**src/rtl/wfba_pkg.sv**
```systemverilog
// Package for the worst-fit block allocator.
// Holds table sizes, field widths and command codes; no dependencies.
package wfba_pkg;

	localparam int NUM_BLOCKS = 16;
	localparam int SIZE_BITS  = 16;
	localparam int IDX_W      = $clog2(NUM_BLOCKS);
	localparam int CNT_W      = 5;
	localparam int DATA_W     = ((IDX_W + SIZE_BITS + 7) / 8) * 8;
	localparam int PAD_W      = DATA_W - IDX_W - SIZE_BITS;

	localparam logic CMD_LOAD  = 1'b0;
	localparam logic CMD_ALLOC = 1'b1;

endpackage

```
**src/rtl/worst_fit_block_allocator_top.sv**
```systemverilog
// Top level of the worst-fit block allocator: free-size table, scan sequencer
// and output register. Depends on wfba_pkg.
//
// Channel  | Direction | Handshake          | Contents
// ---------+-----------+--------------------+-------------------------------------------
// s_*      | in        | s_tvalid/s_tready  | tuser: command; tdata: block_index,
//          |           |                    | size_value; tlast: final_request
// m_*      | out       | m_tvalid/m_tready  | tuser: granted; tdata: chosen_block,
//          |           |                    | remaining_size; tlast: batch_end
// cfg_*    | in        | cfg_we             | cfg_wdata: block_count
//
// A load item goes from acceptance straight to the response state; an allocate
// item first passes through the scan, which visits one table entry per cycle
// through a single compare unit. A stalled output holds the item in the response
// state. The input is not ready again until the result has entered the output
// register, but a result may wait there while the next item is taken.
// Reset clears the whole table to zero at once and sets block_count to 16.
module worst_fit_block_allocator_top
	import wfba_pkg::*;
(
	input  logic              clk,
	input  logic              arst_n,
	input  logic              cfg_we,
	input  logic [CNT_W-1:0]  cfg_wdata,
	input  logic              s_tvalid,
	output logic              s_tready,
	input  logic [DATA_W-1:0] s_tdata,   // [3:0] block_index, [19:4] size_value, rest zero
	input  logic              s_tuser,   // [0] command
	input  logic              s_tlast,
	output logic              m_tvalid,
	input  logic              m_tready,
	output logic [DATA_W-1:0] m_tdata,   // [3:0] chosen_block, [19:4] remaining_size, rest zero
	output logic              m_tuser,   // [0] granted
	output logic              m_tlast
);

	typedef enum logic [1:0] {
		ST_IDLE,
		ST_SCAN,
		ST_RESP
	} state_t;

	state_t               state_q;
	logic [CNT_W-1:0]     block_count_q;
	logic [SIZE_BITS-1:0] table_q [NUM_BLOCKS];

	// Latched item.
	logic                 cmd_q;
	logic [IDX_W-1:0]     idx_q;
	logic [SIZE_BITS-1:0] size_q;
	logic                 last_q;

	// Scan state: the running best candidate.
	logic [IDX_W-1:0]     scan_q;
	logic                 found_q;
	logic [IDX_W-1:0]     best_idx_q;
	logic [SIZE_BITS-1:0] best_val_q;

	// Output register.
	logic                 m_tvalid_q;
	logic                 m_granted_q;
	logic [IDX_W-1:0]     m_idx_q;
	logic [SIZE_BITS-1:0] m_size_q;
	logic                 m_last_q;

	logic [IDX_W-1:0]     in_idx;
	logic [SIZE_BITS-1:0] in_size;
	logic                 accept;
	logic [SIZE_BITS-1:0] entry;
	logic                 active;
	logic                 better;
	logic                 out_free;
	logic [SIZE_BITS-1:0] remain;

	assign in_idx  = s_tdata[IDX_W-1:0];
	assign in_size = s_tdata[IDX_W+SIZE_BITS-1:IDX_W];

	assign s_tready = (state_q == ST_IDLE);
	assign accept   = s_tvalid && s_tready;

	// The shared compare unit: one table entry per scan cycle. Entries at or
	// above block_count do not take part; a strict greater-than keeps the
	// lowest index on a tie.
	assign entry  = table_q[scan_q];
	assign active = {1'b0, scan_q} < block_count_q;
	assign better = active && (entry >= size_q) && (!found_q || (entry > best_val_q));

	assign out_free = !m_tvalid_q || m_tready;
	assign remain   = best_val_q - size_q;

	// Configuration register. The sender writes it only while the block is idle; the block itself does not enforce this.
	always_ff @(posedge clk or negedge arst_n) begin
		if (!arst_n) begin
			block_count_q <= CNT_W'(NUM_BLOCKS);
		end else if (cfg_we) begin
			block_count_q <= cfg_wdata;
		end
	end

	// Free-size table. A load writes on acceptance; a successful allocation
	// writes back the reduced size when its result is issued.
	always_ff @(posedge clk or negedge arst_n) begin
		if (!arst_n) begin
			for (int i = 0; i < NUM_BLOCKS; i++) begin
				table_q[i] <= '0;
			end
		end else if (accept && (s_tuser == CMD_LOAD)) begin
			table_q[in_idx] <= in_size;
		end else if ((state_q == ST_RESP) && out_free && (cmd_q == CMD_ALLOC) && found_q) begin
			table_q[best_idx_q] <= remain;
		end
	end

	// Sequencer and output register.
	always_ff @(posedge clk or negedge arst_n) begin
		if (!arst_n) begin
			state_q     <= ST_IDLE;
			cmd_q       <= CMD_LOAD;
			idx_q       <= '0;
			size_q      <= '0;
			last_q      <= 1'b0;
			scan_q      <= '0;
			found_q     <= 1'b0;
			best_idx_q  <= '0;
			best_val_q  <= '0;
			m_tvalid_q  <= 1'b0;
			m_granted_q <= 1'b0;
			m_idx_q     <= '0;
			m_size_q    <= '0;
			m_last_q    <= 1'b0;
		end else begin
			// Outside the response state a taken result simply leaves the
			// output register; in it the register is reloaded instead.
			if (m_tready && (state_q != ST_RESP)) begin
				m_tvalid_q <= 1'b0;
			end
			unique case (state_q)
				ST_IDLE: begin
					if (s_tvalid) begin
						cmd_q      <= s_tuser;
						idx_q      <= in_idx;
						size_q     <= in_size;
						last_q     <= s_tlast;
						scan_q     <= '0;
						found_q    <= 1'b0;
						best_idx_q <= '0;
						best_val_q <= '0;
						state_q    <= (s_tuser == CMD_ALLOC) ? ST_SCAN : ST_RESP;
					end
				end
				ST_SCAN: begin
					if (better) begin
						found_q    <= 1'b1;
						best_idx_q <= scan_q;
						best_val_q <= entry;
					end
					if (scan_q == IDX_W'(NUM_BLOCKS - 1)) begin
						state_q <= ST_RESP;
					end else begin
						scan_q <= scan_q + 1'b1;
					end
				end
				ST_RESP: begin
					if (out_free) begin
						m_tvalid_q <= 1'b1;
						m_last_q   <= last_q;
						if (cmd_q == CMD_LOAD) begin
							m_granted_q <= 1'b1;
							m_idx_q     <= idx_q;
							m_size_q    <= size_q;
						end else if (found_q) begin
							m_granted_q <= 1'b1;
							m_idx_q     <= best_idx_q;
							m_size_q    <= remain;
						end else begin
							// No block is large enough: report a refusal with zero index and size.
							m_granted_q <= 1'b0;
							m_idx_q     <= '0;
							m_size_q    <= '0;
						end
						state_q <= ST_IDLE;
					end
				end
				default: begin
					state_q <= ST_IDLE;
				end
			endcase
		end
	end

	assign m_tvalid = m_tvalid_q;
	assign m_tuser  = m_granted_q;
	assign m_tlast  = m_last_q;
	assign m_tdata  = {{PAD_W{1'b0}}, m_size_q, m_idx_q};

endmodule

```
**config.mk**
```make
export PLATFORM = sky130hd
export DESIGN_NAME = worst_fit_block_allocator_top
export DESIGN_NICKNAME = d
export VERILOG_FILES = /design/src/rtl/wfba_pkg.sv /design/src/rtl/worst_fit_block_allocator_top.sv
export SDC_FILE = /design/constraint.sdc
export NUM_CORES = 1
export LEC_CHECK = 0
export BUFFER_PORTS_ARGS = -buffer_cell sky130_fd_sc_hd__buf_2
export CAP_MARGIN = 15
export CORE_MARGIN = 10
export CORE_UTILIZATION = 60
export CTS_CLUSTER_SIZE = 12
export DETAILED_ROUTE_END_ITERATION = 16
export GPL_ROUTABILITY_DRIVEN = 0
export PLACE_DENSITY_LB_ADDON = 0.1
export RECOVER_POWER = 25
export SETUP_SLACK_MARGIN = 0.3
export SKIP_CTS_REPAIR_TIMING = 1
export SLEW_MARGIN = 20
export SYNTH_ARGS = -nofsm -noshare
export SYNTH_HDL_FRONTEND = slang
export SYNTH_SLANG_ARGS = --single-unit
```
**constraint.sdc**
```tcl
create_clock -name clk -period 7 [get_ports clk]
set_clock_uncertainty 0.05 [all_clocks]
set_input_delay 1.4 -clock clk [delete_from_list [all_inputs] [get_ports clk]]
set_output_delay 1.4 -clock clk [all_outputs]
set_load 0.01 [all_outputs]
```
# Word level (Yosys, flattened, before mapping)
# Index checks and enable logic that the tools add are counted.
[totals]
regBits = 333
inputBits = 36
[op_classes]
n_addsub = 2
magnitude_cmp = 8
eq_ne = 9
muxes = 36
n_bitwise = 4
reduce_logical = 22
[ops]
columns = ["op", "n"]
rows = [
  ["bitwise mux 256 bit", 2],
  ["2-to-1 mux 256 bit", 2],
  ["demux 16 bit (select 4 bit)", 2],
  ["2-to-1 mux 16 bit", 8],
  ["binary-select mux 16 bit (select 4 bit)", 1],
  ["one-hot mux 16 bit (2 select lines)", 1],
  ["2-to-1 mux 4 bit", 5],
  [">= comparator 16 bit", 1],
  ["> comparator 16 bit", 1],
  ["one-hot mux 4 bit (2 select lines)", 2],
  ["subtractor 16 bit", 1],
  [">= comparator 5 bit (second input constant)", 3],
  ["inverter 4 -> 5 bit", 3],
  ["!= test 2 bit (second input constant)", 6],
  ["logical AND 1 bit", 10],
  ["< comparator 5 x 1 -> 1 bit (second input constant)", 2],
  ["AND reduction 3 bit", 3],
  ["2-to-1 mux 2 bit", 4],
  ["2-to-1 mux 1 bit", 7],
  ["one-hot mux 2 bit (3 select lines)", 1],
  ["< comparator 4 x 5 -> 1 bit", 1],
  ["adder 4 x 1 -> 4 bit (second input constant)", 1],
  ["equality test 4 bit (second input constant)", 1],
  ["AND reduction 2 bit", 2],
  ["other kinds (8)", 11],
]

# Depth between registers and ports, before layout
# Gate-level depths: netlist of run 1.
[logic_depth]
ltp_word = 9
depth_mapped = 15

# Worst setup path before layout of run 1
# No wires, ideal clock.
[synth_path]
path_type = "reg2reg"
start = "register scan_q[0]"
end = "register best_idx_q[3]"
setup_ns = 0.156
arrival_time_ns = 3.991
path_slack_ns = 2.803
stages_incl_launch_ff = 15
n_path_buf = 5
synth_period_minus_slack_ns = 4.197
cell_sequence = "dfrtp_1 -> clkbuf_1 -> buf_2 -> buf_2 -> mux4_2 -> mux4_2 -> ha_1 -> nand4_1 -> a211o_1 -> a211oi_1 -> nor3_1 -> or4_1 -> clkbuf_1 -> buf_2 -> mux2i_1"
[synth_between]
elab_chain_len = 9
word_cells_on_any_way = 12
[synth_lines]
columns = ["item", "line_no", "text"]
rows = [
  ["from (decl)", "worst_fit_block_allocator_top.sv:54", "logic [IDX_W-1:0] scan_q;"],
  ["from (signal assigned)", "worst_fit_block_allocator_top.sv:160", "scan_q <= scan_q + 1'b1;"],
  ["inverter 4 -> 5 bit (implied by the code)", "worst_fit_block_allocator_top.sv:84", "assign entry = table_q[scan_q];"],
  ["binary-select mux 16 bit (select 4 bit)", "worst_fit_block_allocator_top.sv:84", ""],
  ["2-to-1 mux 16 bit (implied by the code) (2 in series)", "worst_fit_block_allocator_top.sv:84", ""],
  [">= comparator 16 bit or > comparator 16 bit (tied branches)", "worst_fit_block_allocator_top.sv:86", "assign better = active && (entry >= size_q) && (!found_q || (entry > best_val_q));"],
  ["logical AND 1 bit or logical OR 1 bit (tied branches)", "worst_fit_block_allocator_top.sv:86", ""],
  ["logical AND 1 bit *", "worst_fit_block_allocator_top.sv:86", ""],
  ["!= test 2 bit (no source line) *", "n/a", ""],
  ["AND reduction 3 bit (no source line) *", "n/a", ""],
  ["to (signal assigned)", "worst_fit_block_allocator_top.sv:154", "best_idx_q <= scan_q;"],
  ["to (decl)", "worst_fit_block_allocator_top.sv:56", "logic [IDX_W-1:0] best_idx_q;"],
]
# Mark *: on every way between the ends. The rest lies on a longest branch, timed or not. The select of a mux whose other input is x is not followed.
# A chain may end at the register's enable or synchronous reset.

# Final worst setup path of run 1
[layout_path]
start = "register scan_q[1]"
end = "register best_val_q[15]"
[layout_between]
elab_chain_len = 9
word_cells_on_any_way = 14
[layout_lines]
columns = ["item", "line_no", "text"]
rows = [
  ["inverter 4 -> 5 bit (implied by the code)", "worst_fit_block_allocator_top.sv:84", ""],
  ["binary-select mux 16 bit (select 4 bit)", "worst_fit_block_allocator_top.sv:84", ""],
  ["2-to-1 mux 16 bit (implied by the code) (2 in series)", "worst_fit_block_allocator_top.sv:84", ""],
  [">= comparator 16 bit or > comparator 16 bit (tied branches)", "worst_fit_block_allocator_top.sv:86", ""],
  ["logical AND 1 bit or logical OR 1 bit (tied branches)", "worst_fit_block_allocator_top.sv:86", ""],
  ["logical AND 1 bit", "worst_fit_block_allocator_top.sv:86", ""],
  ["!= test 2 bit (no source line)", "n/a", ""],
  ["AND reduction 3 bit (no source line)", "n/a", ""],
  ["to (signal assigned)", "worst_fit_block_allocator_top.sv:155", "best_val_q <= entry;"],
  ["to (decl)", "worst_fit_block_allocator_top.sv:57", "logic [SIZE_BITS-1:0] best_val_q;"],
]
# Several ways; a longest one is shown, not always the timed one. The select of a mux whose other input is x is not followed.

==> results.md, run 1 <==
- Status: complete, but fails checks
- Violated checks: max-capacitance violations, max-slew violations
- Core Region: 0.0288 mm2
- Boundary Pins: 64
- Hold Crit Class: reg -> reg
- Clock buffer depth: 3
- #FFs+latches synth: 333
- Share of cells above drive strength 1: 0.163
- EDFF count, synth: 0
- Fin cells: 2011
- CP Data Required Time: between 7 and 8 ns
- Final WS setup: 1.49 ns
- CTS Root Cell: clkbuf_16
- Top Family by Delay on Critical Path: flip-flops
- Worst EP arrival: 5.88 ns
- Largest net degree at the start of global routing: 154
- Cells after synthesis: between 1500 and 2000
- Slowest stage delay, CP: ~1.5 ns
- Netlist cell types: 69
- Pwr dens: about 440 mW/mm2
- Synth warn: 0
- Final hold vios: 0
- Synth Flop Type: dfrtp_1
- Setup WS pre-CTS: ~2.0 ns
- Initial Util: 0.609
- Syn-to-layout area delta: 8.68%
- Critical Path Slowest Stage Cell: dfrtp_1
- Most numerous cell in the Yosys netlist: dfrtp_1
- DRC viols: 0
- # rows: between 60 and 70
- Min Tclk post-route: 5.51 ns
- Storage cell area: approximately 0.0083 mm2
- CTS tree: built
- GR Overflow Total: 0
- Setup violators final: 0
- Leak: 8.35 nW
- Die height: 191 um
- 1st-pass router iterations: 6
- Syn Area/Cell: 10.7 um2
- Vias per Instance: a little under 7
- First-pass GRT wire length: 80.3 mm
- Die X: 191 um
- Nets: 1694
- Slew headroom: -1.53
- Clock sink count: around 330
- DP Cell Count: 1951
- Util after Layout: 0.662
- Multi-input gate area: 0.00842 mm2
- PortBufs: 55
- Leading post-synthesis cells by cell area: dfrtp_1, mux4_2, a22oi_1
- CP Cell Sequence: buf_12 -> mux4_2 -> mux4_2 -> ha_1 -> nand4_1 -> a211o_1 -> a211oi_1 -> nor3_1 -> or4_1 -> buf_4 -> mux2_2
- Total of max-cap violations: 4
- # H-tree levels: 2
- TNS Setup: 0 ns
- DP Area: around 0.018 mm2
- Register area share after synthesis: 0.475
- Post-route cell area: 0.0191 mm2
- RSZ-0062 raised after global routing: false
- Filler instances: approximately 2200
- Async SR Flop Fraction: 1.00
- Total wire length: just over 50 mm
- Crit start category: flop
- Worst vdd ir: 0.210 mV
- Die ar.: roughly 0.036 mm2
- Antenna diodes: 0
- DRT iter0 DRCs: ~1600
- Worst Path Max Fanout: 38
- Initial antenna violation count: 0
- Crit path kind: reg -> reg
- Clock latency on the worst-skew pair: ~0.53 ns
- Vias: 13800
- Top cells by count, synth: dfrtp_1, o21ai_0, a22oi_1
- CP most frequent cell: mux4_2
- Slew @ Worst Pin: 3.79 ns
- WL/cell: about 25 um
- Post-synth top area share: 0.474
- Peak Freq: 181 MHz
- Critical Path End Type: flop
- Gr usage total: 0.279
- Post-DP HPWL: 34.6 mm
- Mapped cell area: 0.0175 mm2
- Clock-pin slew on the worst setup and hold paths: 0.06 ns
- Routed Antenna Nets: 0
- CP bufs+invs: 2
- TritonCTS buffer count: 37
- Part of the cycle the worst path needs: 0.787
- Leading area contributor after synthesis: dfrtp_1
- Pins Over Slew Limit: 260
- Vias in the first global route: 13663
## where the power goes
part	internal (mW)	switching, mW
registers	2.56	0.436
logic	1.48	2.08
clock network	1.04	0.785
total	5.09	3.30
## stage by stage
step | total power, mW | hold WS, ns
5_1_grt | 8.88 | 0.453
3_5_place_dp | 6.50 | 0.408
4_1_cts | 8.34 | 0.422
3_3_place_gp | 6.38 | 0.395
2_1_floorplan | 5.35 | 0.388
6_report | 8.39 | 0.416
## sequential cells by signal, summed over array words and instances, names as in the netlist
signal / count
m_tuser: 1
scan_q: 4
m_tvalid: 1
last_q: 1
idx_q: 4
m_tlast: 1
best_val_q: 16
state_q: 2
m_idx_q: 4
size_q: 16
block_count_q: 5
table_q: 256
cmd_q: 1
best_idx_q: 4
m_size_q: 16
found_q: 1
## kinds of logic (layout without fill, tap and decap cells)
kind of cell | count (synthesis) | count (layout) | share of synthesized area
flops | 333 | 333 | 0.475
simple gates | 336 | 336 | 0.0880
other cells | 1 | 4 | 0.000214
buf+inv | 204 | 193 | 0.0467
compound gates | 591 | 591 | 0.229
mux | 103 | 103 | 0.116
xor+xnor | 15 | 15 | 0.00749
fa+ha+maj | 52 | 52 | 0.0375
## worst paths after layout
kind | from | endpoint | slack (ns) | cells past startpoint
hold reg to reg | m_tlast | m_tlast | 0.42 | 2
setup / recovery | scan_q[1] | best_val_q[15] | 1.49 | 11
max in group asynchronous | arst_n | table_q[124] | 1.81 | 2
hold / removal | m_tlast | m_tlast | 0.42 | 2
setup reg to reg | scan_q[1] | best_val_q[15] | 1.49 | 11
min in group asynchronous | arst_n | m_idx_q[0] | 0.87 | 1
## worst min-delay path: stages, from the launching register on
cell,delay (ns)
dfrtp_1,0.33
nand2_1,0.05
nand2_1,0.05
## final cells by class
type,count,share of cell area
multi-input cells,1101,0.442
repair buffers,87,0.0283
clock inverters,9,0.00289
flip-flops and latches,333,0.438
clock buffers,51,0.0550
well taps,384,0.0252
inverters,46,0.00906
## layer usage
layer	GRT usage	vias to the layer above	share of wire
met3	0.0443	76	0.078
met5	0	-	0
met2	0.441	629	0.48
li1	-	6073	-
met1	0.394	7022	0.42
met4	0.0772	0	0.021
## placed cells by master, fill, tap and decap left out, drive strengths merged, types with 7 or more instances in the layout
cell and instances:
xor2 7, nor2b 13, a21oi 59, nor2 118, a221o 73, nand4 9
a21o 10, o21a 13, ha 51, mux2i 20, inv 48, o21ai 223
nor3 15, a22oi 168, clkbuf 56, dfrtp 332, o221ai 8, buf 82
a31oi 8, xnor2 8, nand3 18, nand2 134, mux4 80, nand2b 10
Note: power is estimated with default switching activity, not from simulation.
==> run 2: changes to the inputs <==
--- a/config.mk
+++ b/config.mk
@@ -5,6 +5,7 @@
 export SDC_FILE = /design/constraint.sdc
 export NUM_CORES = 1
 export LEC_CHECK = 0
+export ABC_AREA = 1
 export BUFFER_PORTS_ARGS = -buffer_cell sky130_fd_sc_hd__buf_2
 export CAP_MARGIN = 15
 export CORE_MARGIN = 10
==> constraint.sdc (replaced) <==
create_clock -name clk -period 5.4 [get_ports clk]
set_clock_uncertainty 0.05 [all_clocks]
set_input_delay 1.08 -clock clk [delete_from_list [all_inputs] [get_ports clk]]
set_output_delay 1.08 -clock clk [all_outputs]
set_load 0.01 [all_outputs]
==> run 2 against run 1 <==
  * The run still ends with max-capacitance violations, max-slew violations left
  * Synthesized area rose by 4.7%
  * Largest cell class unchanged
  * Non-clock buffer count decreased by 13
  * Global-route usage rose by 2.8 points
==> results.md, run 2 <==
- Leak: 9.21 nW
- Die X: just under 200 um
- Nets: roughly 2200
- DRC viols: 0
- Netlist cell types: 51
- CP Data Required Time: 5.76 ns
- Peak Freq: ~220 MHz
- First-pass GRT wire length: 94.7 mm
- Hold Crit Class: reg -> reg
- TritonCTS buffer count: 37
- Initial Util: 0.614
- Boundary Pins: 64
- Worst reg-to-reg path cell count: 18
- Slew headroom: -0.931
- Post-synth top area share: 0.453
- Compound-gate portion of the synthesized area: 0.261
- Async SR Flop Fraction: 1.00
- # H-tree levels: 2
- Crit start category: flop
- Register area share after synthesis: 0.454
- Commonest non-fill, non-tap cell in the layout: dfrtp_1
- Initial antenna violation count: 2
- Worst EP arrival: ~4.9 ns
- Leading area contributor after synthesis: dfrtp_1
- Mapped cell area: 0.0184 mm2
- Violated checks: max-capacitance violations, max-slew violations
- PortBufs: 55
- Final hold vios: 0
- Most frequent cells in the layout: dfrtp_1, nand2_1, o21ai_0, nor2_1, a22oi_1
- GR Overflow Total: 0
- Clock-pin slew on the worst setup and hold paths: 0.07 ns
- Simple-Gate Fraction of Synth Area: 0.164
- Crit path kind: reg -> reg
- Worst vdd ir: 0.348 mV
- Slew @ Worst Pin: 2.90 ns
- Routed Antenna Nets: 0
- Gr usage total: 0.307
- Core Region: 0.0299 mm2
- Status: complete, but fails checks
- Largest net degree at the start of global routing: 110
- Vias: 17189
- Vias in the first global route: 16632
- CTS tree: built
- Met1 WL: 24.2 mm
- EDFF count, synth: 0
- Min Tclk post-route: 4.49 ns
- Clock latency on the worst-skew pair: 0.54 ns
- Hold_ws: 0.437 ns
- Synth warn: 0
- Synth Flop Type: dfrtp_1
- Max reg flops: 256
- WL/cell: 23.5 um
- 1st-pass router iterations: 6
- Combinational family with the most area after synthesis: compound AO/OA/AOI/OAI gates
- Vias per Instance: roughly 6.7
- DRT iter0 DRCs: 2289
- RSZ-0062 raised after global routing: false
- Critical Path End Type: flop
- Post-DP HPWL: 41.0 mm
- Syn Area/Cell: 8.29 um2
- Total of max-cap violations: 4
- Pins Over Slew Limit: 217
- Clock buffer depth: 3
- Most numerous cell in the Yosys netlist: dfrtp_1
- Xor and xnor fraction of the mapped netlist area: 0.00239
- # rows: 63
- Die ar.: roughly 0.038 mm2
- Worst Path Max Fanout: 56
- Biggest register: table_q
- Top cells by count, synth: dfrtp_1, nand2_1, o21ai_0
- Syn-to-layout area delta: 7.27%
- Setup violators final: 0
- Met3 wire length: 6.21 mm
- Max Used Layer: met4
- TNS Setup: 0 ns
- Pwr dens: 655 mW/mm2
- Multiplexer area fraction after synthesis: 0.000613
- Clock sink count: 333
- Met2 Routed Length: 28.3 mm
- Total wire length: ~60 mm
- Leading post-synthesis cells by cell area: dfrtp_1, o21ai_0, a22oi_1
- Hold path depth: 2
- Cells after synthesis: around 2200
- #FFs+latches synth: 333
- Part of the cycle the worst path needs: 0.831
- Share of cells above drive strength 1: 0.0837
- CTS Root Cell: clkbuf_16
- Post-Synth Adder-Cell Area: 0.0359
- Die height: 195 um
==> run 2: cell count changes in the layout (fill, tap and decap cells not counted), moves of 70 or more <==
cell,before,now
nand2_1,134,319
mux4_2,80,0
o21ai_0,200,274
nor2_1,105,232
a221o_1,73,0
o221ai_1,8,78
nand3_1,17,118
inv_1,45,149
==> run 2: power by group <==
part	switching [mW]	leakage [nW]	internal (mW)
Clock	1.05	0.610	1.51
Sequential	0.588	4.29	3.41
Combinational	4.44	4.30	1.89
Total	6.08	9.21	6.81
==> run 2: worst paths after layout <==
check,slack (ns),startpoint,end
max,0.91,scan_q[0],best_idx_q[0]
min,0.44,idx_q[3],idx_q[3]
max reg2reg,0.91,scan_q[0],best_idx_q[0]
min reg2reg,0.44,idx_q[3],idx_q[3]
max in group asynchronous,1.16,arst_n,table_q[43]
min in group asynchronous,1.34,arst_n,idx_q[3]
==> run 2: cell type report <==
type                    count  area, um2
clock buffers              60       1190
multi-input cells        1538       8530
diodes                      2       5.00
flip-flops and latches    333       8340
clock inverters             6       36.3
well taps                 390        488
repair buffers             74        437
fillers                  2509      10200
inverters                 175        667
==> run 2: worst max-delay path: stages, from the launching register on <==
cell and delay (ns):
dfrtp_4 0.65, inv_2 0.61, buf_12 0.35, o21ai_0 0.16, o221ai_1 0.24, nand3_1 0.09, nand2_1 0.23, ha_1 0.30
nand2_1 0.11, o21ai_0 0.11, a21oi_1 0.21, nand2_1 0.09, nand2_1 0.06, nand2_1 0.07, nand2_1 0.07, buf_4 0.27
nand2_2 0.30, nand2_1 0.23, nand2_1 0.08
==> run 2: cell families after synthesis <==
| kind of cell | Yosys count |
|---|---|
| compound gates | 769 |
| other cells | 1 |
| xor+xnor | 5 |
| mux | 1 |
| buf+inv | 347 |
| simple gates | 707 |
| fa+ha+maj | 52 |
| flops | 333 |
==> run 2: per-stage QoR <==
stage	total power, mW	instance area [um2]	setup slack (ns)	instances	utilization
3_3_place_gp	9.91	18500	1.24	2510	0.619
3_5_place_dp	10.1	18500	1.20	2510	0.619
5_1_grt	13.7	19700	0.527	2578	0.659
2_1_floorplan	8.10	18400	2.52	2218	-
6_report	12.9	19700	0.912	2578	0.659
4_1_cts	12.7	19700	1.13	2576	0.660
==> run 2: routing by layer <==
metal,vias up,GRT usage
met3,169,0.0663
met5,-,0
met2,1015,0.485
met4,0,0.113
met1,8352,0.408
li1,7653,-
